--- config.mk ---
export PLATFORM = sky130hd
export DESIGN_NAME = sha256_stream_hasher
export DESIGN_NICKNAME = d
export VERILOG_FILES = /design/src/design/sha_pkg.sv /design/src/design/sha_queue.sv /design/src/design/sha_engine.sv /design/src/design/sha256_stream_hasher.sv
export VERILOG_INCLUDE_DIRS = /design/src /design/src/design
export SDC_FILE = /design/constraint.sdc
export NUM_CORES = 2
export LEC_CHECK = 0
export BUFFER_PORTS_ARGS = -buffer_cell sky130_fd_sc_hd__buf_2
export CORE_MARGIN = 2
export CORE_UTILIZATION = 29
export DETAILED_ROUTE_END_ITERATION = 10
export PLACE_DENSITY = 0.4
export SYNTH_ARGS = -nofsm -noshare
export SYNTH_HDL_FRONTEND = slang
export SYNTH_SLANG_ARGS = --single-unit
--- constraint.sdc ---
create_clock -name i_clk -period 45.3 [get_ports i_clk]
set_clock_uncertainty 0.05 [all_clocks]
set_input_delay 9.06 -clock i_clk [delete_from_list [all_inputs] [get_ports i_clk]]
set_output_delay 9.06 -clock i_clk [all_outputs]
set_load 0.05 [all_outputs]
--- src/design/sha256_stream_hasher_defines.svh ---
// ----------------------------------------------------------------------------
// SHA-256 stream hasher assertion macros
// Shared assertion helpers for the hasher modules.
// ----------------------------------------------------------------------------
`ifndef SHA256_STREAM_HASHER_DEFINES_SVH
`define SHA256_STREAM_HASHER_DEFINES_SVH

// assert that a implies b on the same edge
`define SHA_ASSERT_IMPL(lbl, clk, rst_n, a, b) \
    lbl: assert property (@(posedge clk) disable iff (!rst_n) (a) |-> (b)) \
        else $error("assertion failed");

// assert that a implies b on the next edge
`define SHA_ASSERT_NEXT(lbl, clk, rst_n, a, b) \
    lbl: assert property (@(posedge clk) disable iff (!rst_n) (a) |=> (b)) \
        else $error("assertion failed");

`endif

--- src/design/sha_pkg.sv ---
// ----------------------------------------------------------------------------
// SHA-256 package
// Types, constants and round functions shared by the hasher modules.
// ----------------------------------------------------------------------------
`default_nettype none
package sha_pkg;

    localparam int unsigned QUEUE_DEPTH = 4;

    localparam logic OP_ABSORB = 1'b0;
    localparam logic OP_FINISH = 1'b1;

    typedef struct packed {
        logic       op;
        logic [7:0] data;
    } t_cmd;

    typedef enum logic [2:0] {
        ST_IDLE,
        ST_ROUND,
        ST_ADD,
        ST_PAD,
        ST_EMIT
    } t_state;

    typedef logic [7:0][31:0] t_hash;

    localparam t_hash INIT_H = {
        32'h5be0cd19, 32'h1f83d9ab, 32'h9b05688c, 32'h510e527f,
        32'ha54ff53a, 32'h3c6ef372, 32'hbb67ae85, 32'h6a09e667
    };

    function automatic logic [31:0] round_k(input logic [5:0] t);
        logic [31:0] k;
        begin
            unique case (t)
                6'd0: k = 32'h428a2f98;  6'd1: k = 32'h71374491;
                6'd2: k = 32'hb5c0fbcf;  6'd3: k = 32'he9b5dba5;
                6'd4: k = 32'h3956c25b;  6'd5: k = 32'h59f111f1;
                6'd6: k = 32'h923f82a4;  6'd7: k = 32'hab1c5ed5;
                6'd8: k = 32'hd807aa98;  6'd9: k = 32'h12835b01;
                6'd10: k = 32'h243185be; 6'd11: k = 32'h550c7dc3;
                6'd12: k = 32'h72be5d74; 6'd13: k = 32'h80deb1fe;
                6'd14: k = 32'h9bdc06a7; 6'd15: k = 32'hc19bf174;
                6'd16: k = 32'he49b69c1; 6'd17: k = 32'hefbe4786;
                6'd18: k = 32'h0fc19dc6; 6'd19: k = 32'h240ca1cc;
                6'd20: k = 32'h2de92c6f; 6'd21: k = 32'h4a7484aa;
                6'd22: k = 32'h5cb0a9dc; 6'd23: k = 32'h76f988da;
                6'd24: k = 32'h983e5152; 6'd25: k = 32'ha831c66d;
                6'd26: k = 32'hb00327c8; 6'd27: k = 32'hbf597fc7;
                6'd28: k = 32'hc6e00bf3; 6'd29: k = 32'hd5a79147;
                6'd30: k = 32'h06ca6351; 6'd31: k = 32'h14292967;
                6'd32: k = 32'h27b70a85; 6'd33: k = 32'h2e1b2138;
                6'd34: k = 32'h4d2c6dfc; 6'd35: k = 32'h53380d13;
                6'd36: k = 32'h650a7354; 6'd37: k = 32'h766a0abb;
                6'd38: k = 32'h81c2c92e; 6'd39: k = 32'h92722c85;
                6'd40: k = 32'ha2bfe8a1; 6'd41: k = 32'ha81a664b;
                6'd42: k = 32'hc24b8b70; 6'd43: k = 32'hc76c51a3;
                6'd44: k = 32'hd192e819; 6'd45: k = 32'hd6990624;
                6'd46: k = 32'hf40e3585; 6'd47: k = 32'h106aa070;
                6'd48: k = 32'h19a4c116; 6'd49: k = 32'h1e376c08;
                6'd50: k = 32'h2748774c; 6'd51: k = 32'h34b0bcb5;
                6'd52: k = 32'h391c0cb3; 6'd53: k = 32'h4ed8aa4a;
                6'd54: k = 32'h5b9cca4f; 6'd55: k = 32'h682e6ff3;
                6'd56: k = 32'h748f82ee; 6'd57: k = 32'h78a5636f;
                6'd58: k = 32'h84c87814; 6'd59: k = 32'h8cc70208;
                6'd60: k = 32'h90befffa; 6'd61: k = 32'ha4506ceb;
                6'd62: k = 32'hbef9a3f7; 6'd63: k = 32'hc67178f2;
                default: k = 32'h0;
            endcase
            return k;
        end
    endfunction

    function automatic logic [31:0] rotr(input logic [31:0] x, input int unsigned n);
        return (x >> n) | (x << (32 - n));
    endfunction

endpackage
`default_nettype wire

--- src/design/sha_queue.sv ---
// ----------------------------------------------------------------------------
// SHA command queue
// Small FIFO between the input front and the compression engine.
// ----------------------------------------------------------------------------
`default_nettype none
`include "sha256_stream_hasher_defines.svh"
module sha_queue
    import sha_pkg::*;
#(
    parameter int unsigned DEPTH = QUEUE_DEPTH
) (
    input  wire logic i_clk,
    input  wire logic i_rst_n,
    input  wire logic i_push,
    input  wire t_cmd i_cmd,
    output logic      o_full,
    input  wire logic i_pop,
    output logic      o_empty,
    output t_cmd      o_cmd
);
    localparam int unsigned AW = (DEPTH > 1) ? $clog2(DEPTH) : 1;

    t_cmd r_mem [DEPTH];
    logic [AW-1:0] r_wp, r_rp;
    logic [AW:0]   r_cnt;

    assign o_full  = (r_cnt == (AW+1)'(DEPTH));
    assign o_empty = (r_cnt == '0);
    assign o_cmd   = r_mem[r_rp];

    function automatic logic [AW-1:0] nxt(input logic [AW-1:0] p);
        return (p == AW'(DEPTH - 1)) ? '0 : p + 1'b1;
    endfunction

    always_ff @(posedge i_clk) begin
        if (i_push && !o_full) begin
            r_mem[r_wp] <= i_cmd;
        end
        if (!i_rst_n) begin
            r_wp  <= '0;
            r_rp  <= '0;
            r_cnt <= '0;
        end else begin
            if (i_push && !o_full) r_wp <= nxt(r_wp);
            if (i_pop && !o_empty) r_rp <= nxt(r_rp);
            r_cnt <= r_cnt + (AW+1)'(i_push && !o_full) - (AW+1)'(i_pop && !o_empty);
        end
    end

    `SHA_ASSERT_IMPL(a_cnt_range, i_clk, i_rst_n, 1'b1, r_cnt <= (AW+1)'(DEPTH))
    `SHA_ASSERT_NEXT(a_full_push, i_clk, i_rst_n, o_full && !i_pop, o_full)
    `SHA_ASSERT_NEXT(a_empty_pop, i_clk, i_rst_n, o_empty && !i_push, o_empty)
endmodule
`default_nettype wire

--- src/design/sha_engine.sv ---
// ----------------------------------------------------------------------------
// SHA-256 engine
// Byte shift window, one-round-per-cycle compression, padding and digest output.
// ----------------------------------------------------------------------------
`default_nettype none
`include "sha256_stream_hasher_defines.svh"
module sha_engine
    import sha_pkg::*;
(
    input  wire logic   i_clk,
    input  wire logic   i_rst_n,
    input  wire logic   i_cmd_valid,
    input  wire t_cmd   i_cmd,
    output logic        o_cmd_pop,
    output logic        o_valid,
    input  wire logic   i_stall,
    output logic [31:0] o_digest_word,
    output logic [2:0]  o_word_index,
    output logic        o_last
);
    t_state r_state, n_state;
    t_hash  r_h, n_h;
    t_hash  r_v, n_v;
    logic [15:0][31:0] r_w, n_w;
    logic [5:0]  r_fill, n_fill;
    logic [63:0] r_len, n_len;
    logic [5:0]  r_t, n_t;
    logic        r_fin, n_fin;
    logic        r_second, n_second;
    logic        r_mark, n_mark;
    logic [2:0]  r_idx, n_idx;

    logic [31:0] wt, s0, s1, t1, sum0, sum1, ch, maj, wnew;
    logic [63:0] total;
    logic [7:0]  sh_byte;
    logic [15:0][31:0] w_shift;

    always_comb begin
        wt   = r_w[0];
        sum1 = rotr(r_v[4], 6) ^ rotr(r_v[4], 11) ^ rotr(r_v[4], 25);
        ch   = (r_v[4] & r_v[5]) ^ (~r_v[4] & r_v[6]);
        t1   = r_v[7] + sum1 + ch + round_k(r_t) + wt;
        sum0 = rotr(r_v[0], 2) ^ rotr(r_v[0], 13) ^ rotr(r_v[0], 22);
        maj  = (r_v[0] & r_v[1]) ^ (r_v[0] & r_v[2]) ^ (r_v[1] & r_v[2]);
        s0   = rotr(r_w[1], 7) ^ rotr(r_w[1], 18) ^ (r_w[1] >> 3);
        s1   = rotr(r_w[14], 17) ^ rotr(r_w[14], 19) ^ (r_w[14] >> 10);
        wnew = s1 + r_w[9] + s0 + r_w[0];
        total = r_len + {55'd0, r_fill, 3'd0};
        // pad byte: marker, then zeros, then length bytes at the block tail
        if (r_state == ST_PAD) begin
            if (r_mark) sh_byte = 8'h80;
            else if (r_second && r_fill >= 6'd56) sh_byte = r_len[63:56];
            else sh_byte = 8'h00;
        end else begin
            sh_byte = i_cmd.data;
        end
        // bytes enter at the tail; after 64 beats the first byte is w[0] MSB
        for (int i = 0; i < 15; i++) w_shift[i] = {r_w[i][23:0], r_w[i+1][31:24]};
        w_shift[15] = {r_w[15][23:0], sh_byte};
    end

    always_comb begin
        n_state  = r_state;
        n_h      = r_h;
        n_v      = r_v;
        n_w      = r_w;
        n_fill   = r_fill;
        n_len    = r_len;
        n_t      = r_t;
        n_fin    = r_fin;
        n_second = r_second;
        n_mark   = r_mark;
        n_idx    = r_idx;
        o_cmd_pop = 1'b0;
        o_valid  = 1'b0;
        unique case (r_state)
            ST_IDLE: begin
                if (i_cmd_valid) begin
                    o_cmd_pop = 1'b1;
                    if (i_cmd.op == OP_ABSORB) begin
                        n_w    = w_shift;
                        n_fill = r_fill + 1'b1;
                        if (r_fill == 6'd63) begin
                            n_fin   = 1'b0;
                            n_state = ST_ROUND;
                            n_t     = '0;
                            n_v     = r_h;
                        end
                    end else begin
                        n_fin    = 1'b1;
                        n_mark   = 1'b1;
                        n_second = (r_fill < 6'd56);
                        n_len    = total;
                        n_state  = ST_PAD;
                    end
                end
            end
            ST_ROUND: begin
                n_v[7] = r_v[6];
                n_v[6] = r_v[5];
                n_v[5] = r_v[4];
                n_v[4] = r_v[3] + t1;
                n_v[3] = r_v[2];
                n_v[2] = r_v[1];
                n_v[1] = r_v[0];
                n_v[0] = t1 + sum0 + maj;
                for (int i = 0; i < 15; i++) n_w[i] = r_w[i+1];
                n_w[15] = wnew;
                n_t = r_t + 1'b1;
                if (r_t == 6'd63) n_state = ST_ADD;
            end
            ST_ADD: begin
                for (int i = 0; i < 8; i++) n_h[i] = r_h[i] + r_v[i];
                if (!r_fin) begin
                    n_len   = r_len + 64'd512;
                    n_state = ST_IDLE;
                end else if (r_second) begin
                    n_idx   = '0;
                    n_state = ST_EMIT;
                end else begin
                    n_second = 1'b1;
                    n_state  = ST_PAD;
                end
            end
            ST_PAD: begin
                n_w    = w_shift;
                n_mark = 1'b0;
                if (!r_mark && r_second && r_fill >= 6'd56) n_len = {r_len[55:0], 8'h00};
                n_fill = r_fill + 1'b1;
                if (r_fill == 6'd63) begin
                    n_v     = r_h;
                    n_t     = '0;
                    n_state = ST_ROUND;
                end
            end
            ST_EMIT: begin
                o_valid = 1'b1;
                if (!i_stall) begin
                    n_idx = r_idx + 1'b1;
                    if (r_idx == 3'd7) begin
                        n_h     = INIT_H;
                        n_len   = '0;
                        n_fill  = '0;
                        n_state = ST_IDLE;
                    end
                end
            end
            default: n_state = ST_IDLE;
        endcase
    end

    assign o_digest_word = r_h[r_idx];
    assign o_word_index  = r_idx;
    assign o_last        = (r_idx == 3'd7);

    always_ff @(posedge i_clk) begin
        r_v      <= n_v;
        r_w      <= n_w;
        r_t      <= n_t;
        r_second <= n_second;
        r_mark   <= n_mark;
        if (!i_rst_n) begin
            r_state <= ST_IDLE;
            r_h     <= INIT_H;
            r_fill  <= '0;
            r_len   <= '0;
            r_fin   <= 1'b0;
            r_idx   <= '0;
        end else begin
            r_state <= n_state;
            r_h     <= n_h;
            r_fill  <= n_fill;
            r_len   <= n_len;
            r_fin   <= n_fin;
            r_idx   <= n_idx;
        end
    end

    `SHA_ASSERT_IMPL(a_pop_idle, i_clk, i_rst_n, o_cmd_pop, r_state == ST_IDLE)
    `SHA_ASSERT_NEXT(a_emit_hold, i_clk, i_rst_n, o_valid && i_stall,
        o_valid && $stable(o_word_index))
    `SHA_ASSERT_NEXT(a_last_done, i_clk, i_rst_n, o_valid && o_last && !i_stall,
        r_state == ST_IDLE && r_fill == '0)
endmodule
`default_nettype wire

--- src/design/sha256_stream_hasher.sv ---
// ----------------------------------------------------------------------------
// SHA-256 stream hasher
// Byte-stream SHA-256 with a command queue in front of the round engine.
// ----------------------------------------------------------------------------
// Input beats carry i_op and i_message_byte under i_valid / o_stall. An absorb
// beat appends one byte; a finish beat pads, closes the message and returns
// eight digest beats on o_valid / i_stall, word 0 first, o_last on word 7.
// Beats enter a four-entry queue, so input is taken while the engine works.
// The engine takes one byte a cycle while idle and the queue is not empty;
// the 64th byte of a block starts the rounds and then the add, and no byte is taken until they end.
// Padding shifts in one byte a cycle up to the end of the block, followed by
// the rounds and the add; with f bytes buffered, when f is 56 or more the
// length spills into a second block that is padded and compressed as well;
// then the digest leaves at one word per cycle while i_stall is low.
// A stalled result holds its word and index; the engine waits, and the queue
// keeps filling until o_stall rises.
// Reset loads the initial hash values and clears the length, the byte count
// and the queue; the message window is not cleared.
// ----------------------------------------------------------------------------
`default_nettype none
module sha256_stream_hasher
    import sha_pkg::*;
#(
    parameter int unsigned P_QUEUE_DEPTH = QUEUE_DEPTH
) (
    input  wire logic        i_clk,
    input  wire logic        i_rst_n,
    input  wire logic        i_valid,
    output logic             o_stall,
    input  wire logic        i_op,
    input  wire logic [7:0]  i_message_byte,
    output logic             o_valid,
    input  wire logic        i_stall,
    output logic [31:0]      o_digest_word,
    output logic [2:0]       o_word_index,
    output logic             o_last
);
    logic q_full, q_empty, q_pop;
    t_cmd q_in, q_out;

    assign q_in.op   = i_op;
    assign q_in.data = i_message_byte;
    assign o_stall   = q_full;

    sha_queue #(.DEPTH(P_QUEUE_DEPTH)) u_queue (
        .i_clk   (i_clk),
        .i_rst_n (i_rst_n),
        .i_push  (i_valid),
        .i_cmd   (q_in),
        .o_full  (q_full),
        .i_pop   (q_pop),
        .o_empty (q_empty),
        .o_cmd   (q_out)
    );

    sha_engine u_engine (
        .i_clk         (i_clk),
        .i_rst_n       (i_rst_n),
        .i_cmd_valid   (!q_empty),
        .i_cmd         (q_out),
        .o_cmd_pop     (q_pop),
        .o_valid       (o_valid),
        .i_stall       (i_stall),
        .o_digest_word (o_digest_word),
        .o_word_index  (o_word_index),
        .o_last        (o_last)
    );
endmodule
`default_nettype wire

-- After elaboration in Yosys (flattened, before gate mapping)
Memory sizes are Yosys's and may differ from the RTL's. A register that Yosys moved wholly into a read port is not among the register bits.
Cells that the tools add are included.
- bits of input ports: 13
- word-level logic and storage cells: 212
- RAM bits: 36
- memories: 2
- register bits after elaboration: 1116
- output and inout bits: 38
- ROM bits: 2048
- reductions and logical operators: 26
- bitwise operators: 28
- equality and inequality tests: 20
- add/sub/neg operators: 27
- magnitude comparators: 3
- mux-type cells: 63
- memories (name ; depth ; width ; rd ports ; clocked after memory_dff ; wr ports ; RTL line ; source):
    (no name shown) ; 64 ; 32 ; 1 ; 1 ; 0 ; sha_pkg.sv:36 ; unique case (t)
    u_queue.r_mem ; 4 ; 9 ; 1 ; 1 ; 1 ; sha_queue.sv:23 ; t_cmd r_mem [DEPTH];
- operator list (cell ; number):
    $pmux 512 s3 ; 1
    $mux 256 ; 5
    $mux 512 ; 2
    $pmux 256 s3 ; 1
    $add 32x32->32 ; 18
    $pmux 256 s2 ; 1
    $mux 64 ; 6
    $xor 32x32->32 ; 9
    $pmux 64 s4 ; 1
    $and 32x32->32 ; 5
    $bmux 32 s3 ; 1
    $add 64x10->64 const B ; 1
    $add 64x9->64 ; 1
    $mux 6 ; 8
    $pmux 6 s3 ; 2
    $mux 3 ; 11
    $mux 32 ; 1
    $not 32->32 ; 1
    $or 10x32->32 ; 1
    $or 13x32->32 ; 1
    $or 14x32->32 ; 1
    $or 15x32->32 ; 1
    $or 19x32->32 ; 1
    $or 21x32->32 ; 1
    38 further kinds ; 86

-- Depth between registers and ports, before layout
- depth in word-level cells: 10
- gate-level depth with buffers: 33
- gate-level depth less buffers: 32

-- By module
From an unflattened synthesis, not the netlist that was laid out.
- cells, all modules: 8871
- area total of the unflattened synthesis: 78622.9 um2
- by module, submodules not included (module ; cells each ; area an instance (um2) ; instances ; seq. area each (um2)):
    sha_engine ; 8770 ; 76841.2 ; 1 ; 30549.3
    sha_queue ; 100 ; 1778.0 ; 1 ; 1261.2
    sha256_stream_hasher ; 1 ; 3.8 ; 1 ; 0.0

-- Least setup slack after synthesis
OpenSTA, ideal clock, no wires.
- path kind: register to register
- start point: reg (tool-made name)
- end point: reg u_engine.r_v[0] (netlist bit), enable pin
- arrival: 18568 ps
- buffers on the path: 1
- cell stages (with the launch flop): 6
- data required time: 44062 ps
- library setup time: 1188 ps
- slack: 25493 ps
- period minus slack after synthesis: 19807 ps
- cells stage by stage: dfxtp_1 buf_4 mux4_2 nor3_2 nor2_2 nor3_1
- RTL lines (what ; RTL line ; source):
    end signal, assigned ; sha_engine.sv:157 ; r_v <= n_v;
    end, declared ; sha_engine.sv:23 ; t_hash r_v, n_v;

-- Worst setup path in the final report
- start point: reg u_engine.r_idx[0], in the netlist u_engine.o_word_index[0]
- end point: out o_digest_word[18]
- longest elaborated chain between the ends: 2
- RTL lines (what ; RTL line ; source):
    start, declared ; sha_engine.sv:31 ; logic [2:0] r_idx, n_idx;
    start signal, assigned ; sha_engine.sv:175 ; r_idx <= n_idx;
    $bmux 32 s3 ; sha_engine.sv:152 ; assign o_digest_word = r_h[r_idx];
    $mux 32 (implied by the code) ; sha_engine.sv:152 ;
    end, declared ; sha256_stream_hasher.sv:34 ; output logic [31:0] o_digest_word,
Every way passes these cells. The select of a mux whose other input is x is not followed.

==> summary.txt <==
Global route
  • Largest net degree at the start of global routing: 223
  • Vias in the first global route: 60,947
  • Gr usage total: 0.201
  • Grt ovf: 0
  • Global-route wire length before repair: 414 mm
  • Initial antenna violation count: 8

STA
  • Final setup violating endpoints: 0
  • Sum Neg Setup Slack: 0 ns
  • Period minus WS final: 12.80 ns
  • Worst Max-Slew Pin Slew: 1.29 ns
  • Worst hold slack: 0.427 ns
  • RSZ-0062 raised after global routing: no
  • Hold Fails Final Rpt: 0
  • Final period utilization: 0.282
  • F_max: 0.0781 GHz
  • Max_slew headroom: 0.134
  • Max-slew violation count: 0

Worst hold path
  • Min-Delay Path Class: reg2reg
  • WHS Path Cells: 2
  • Worst Hold End: u_engine.r_w[125]$_DFFE_PP_
  • Hold Crit Start: u_engine.r_w[157]$_DFFE_PP_

Detailed routing
  • Routed WL per cell: 23.0 µm
  • Total Wirelength: 281 mm
  • Antenna Nets Post-Route: 0
  • Vias per cell: 5.12
  • First-pass detailed-route iteration total: 6
  • DRC viols: 0
  • Iter 0 DRT Violations: 5,658
  • Vias after detailed routing: 62,591

Finish
  • Final Cell Area: 86,800 µm²
  • Layout Cells excl Fill: 12,220
  • Synthesis-to-layout area growth: 11.1%
  • Most common cell after layout, fill and taps aside: nand2_1
  • Fillers: 27,855
  • Multi-input gate area: 43,200 µm²
  • Commonest cells after routing, fill and taps aside: nand2_1, edfxtp_1, o21ai_0, a21oi_1, ha_1
  • Layout cells sized above 1: 0.0638
  • Final nets: 9,162
  • Sequential cell area: 31,800 µm²

Critical path
  • R2R setup slack: 35.78 ns
  • Worst-path fanout max: 42
  • Worst EP arrival: 3.69 ns
  • RR Endpoint: u_engine.r_v[30]$_DFFE_PP_
  • WP data required: 36.19 ns
  • Reg-to-reg startpoint: u_engine.r_v[140]$_DFFE_PP_
  • Worst path slowest cell: buf_4
  • Max stage delay on crit path: 0.82 ns
  • Critical path class: reg2out
  • Worst-path cell chain: buf_4 > mux4_2 > mux2_2 > buf_2
  • FF-to-FF path depth: 31
  • CP endpoint kind: output port
  • WP buf/inv: 2
  • CP top delay family: buffers and inverters
  • Critical Path Start Type: flop

Synth
  • #FFs+latches synth: 1,183
  • Asr flop ratio synth: 0
  • Register area share after synthesis: 0.407
  • Simple-gate share of the synthesized area: 0.190
  • Synthesized area per cell: 8.96 µm²
  • Synth Warn #: 0
  • Post-Synth Adder-Cell Area: 0.119
  • Number of flops mapped to enable cells by yosys: 812
  • Multiplexer share of the synthesized area: 0.0325
  • Most used flip-flop cell after synthesis: edfxtp_1
  • Complex-gate fraction of the synthesized area: 0.144
  • Cells after Synth: 8,724
  • Main combinational cell family by area after synthesis: simple AND/OR/NAND/NOR gates
  • Syn nets: 9,343
  • Count of cell types in the netlist: 105
  • Post-Synth XOR/XNOR Area: 0.0665
  • Mapped cell area: 78,200 µm²

Floorplan
  • Die H: 523 µm
  • IO Pins: 51
  • Initial Utilization: 0.292
  • Die area: 274,000 µm²
  • Core ar.: 268,000 µm²
  • Die Width: 523 µm
  • Num rows: 190

Clocking
  • Hold_buf cts: 0
  • Clk_lat worst skew: 0.85 ns
  • Clk sinks: 1,183
  • Worst-path clk slew: 0.05 ns
  • Post-CTS Setup Repair Bufs: 0
  • Post-CTS sizing: 0
  • Clock tree from TritonCTS: yes
  • CTS Buf Count: 160
  • Clk buf depth: 4
  • H-Tree Depth: 4
  • Root buffer cell: clkbuf_16

Placed design
  • DP Area: 81,900 µm²
  • Hpwl dp: 201 mm
  • Placed Cells incl. Taps: 11,933
  • Port Buf Inserts: 50
  • Final Wtd Congestion: 0.891

Outcome
  • Status: finished clean

Flow run
  • Max_cap viols: 0
## worst register-to-register path: cells and delay by family (launching register included)
family,cells,cell delay [ns]
adder cells (fa/ha/maj),7,3.08
AND/OR/NAND/NOR,5,0.62
XOR/XNOR,4,1.61
AO/OA/AOI/OAI,12,3.19
flip-flops,1,0.36
buffers and inverters,3,0.32
## state kept, by name (all words and copies together) (netlist names), named ones only
register	flops
u_engine.r_second	1
u_engine.wt	32
u_engine.r_t	6
u_engine.r_v	256
u_engine.r_h	256
u_engine.r_fin	1
u_queue.r_cnt	3
u_engine.r_len	61
u_engine.r_state	3
u_engine.r_mark	1
u_queue.r_wp	2
u_queue.r_mem	36
u_engine.r_fill	6
u_engine.r_w	480
u_engine.o_word_index	3
u_queue.r_rp	2
## cell type report
class                      count  area share
sequential                  1183       0.366
antenna                        5    0.000144
multi-input combinational   6691       0.498
timing repair buffer         153      0.0130
tap                         3552      0.0512
clock buffer                 216      0.0500
inverter                     354      0.0153
clock inverter                66     0.00637
## synth_stat cells, drive strengths merged, types with 13 or more instances
master   instances  area share
nand2         2545        0.12
edfxtp         812        0.31
o21ai          478       0.031
a21oi          430       0.028
clkbuf         426       0.020
ha             409       0.065
xnor2          406       0.045
dfxtp          371       0.095
inv            354       0.017
nor2           331       0.016
fa             197       0.050
xor2           187       0.021
a21o           181       0.017
nor2b          130       0.010
nand3          109      0.0070
nor3            98      0.0063
o22ai           94      0.0075
a22oi           82      0.0079
and2            80      0.0064
mux4            73       0.021
buf             70      0.0042
o21a            63      0.0061
and3            59      0.0047
a31oi           51      0.0041
nand2b          51      0.0041
mux2i           48      0.0062
o21bai          47      0.0045
a211oi          43      0.0044
nand4           43      0.0034
o211ai          42      0.0041
mux2            36      0.0052
a21boi          34      0.0033
o31ai           33      0.0034
a221oi          22      0.0025
maj3            22      0.0028
or3             22      0.0018
nor4            17      0.0014
a2111oi         16      0.0021
a311oi          16      0.0019
nor3b           15      0.0016
a211o           14      0.0016
a32oi           13      0.0015
## kinds of logic after synthesis
family / after synthesis
and+or+nand+nor: 3540
buffers and inverters: 850
DFF: 1183
muxes: 157
AOI/OAI and AO/OA: 1773
xor gates and xnor gates: 593
adders and majority gates: 628
## through the flow
stage / worst slack [ns] / util
after floorplan: 25.49 / -
after global placement: 32.82 / 0.306
after detailed placement: 32.82 / 0.306
after CTS: 32.35 / 0.324
after global routing: 32.24 / 0.324
final: 32.50 / 0.324
## how the worst max path moves through the flow
stage                     slack, ns                                   from  cells past startpoint                             end
after floorplan               25.49                                   flop                      5       u_engine.r_v[0]$_DFFE_PP_
after global placement        32.82                                i_stall                     11  u_engine.r_h[188]$_SDFFE_PN1P_
after detailed placement      32.82                                i_stall                     11  u_engine.r_h[188]$_SDFFE_PN1P_
after CTS                     32.35  u_engine.o_word_index[0]$_SDFFE_PN0P_                      4               o_digest_word[19]
after global routing          32.24  u_engine.o_word_index[0]$_SDFFE_PN0P_                      4               o_digest_word[17]
final                         32.50  u_engine.o_word_index[0]$_SDFFE_PN0P_                      4               o_digest_word[18]
## routing by layer
layer / wire length (µm) / vias up / share of wire / track usage
met3: 12900 / 312 / 0.046 / 0.0242
met1: 138000 / 30841 / 0.49 / 0.298
met2: 123000 / 1573 / 0.44 / 0.307
met5: 46 / - / 0.00016 / 0
met4: 6520 / 6 / 0.023 / 0.0484
li1: - / 29859 / - / -
Power is left out: the tool's default activity adds up to more than one toggle a clock period on the data nets, which glitch-free logic cannot reach.
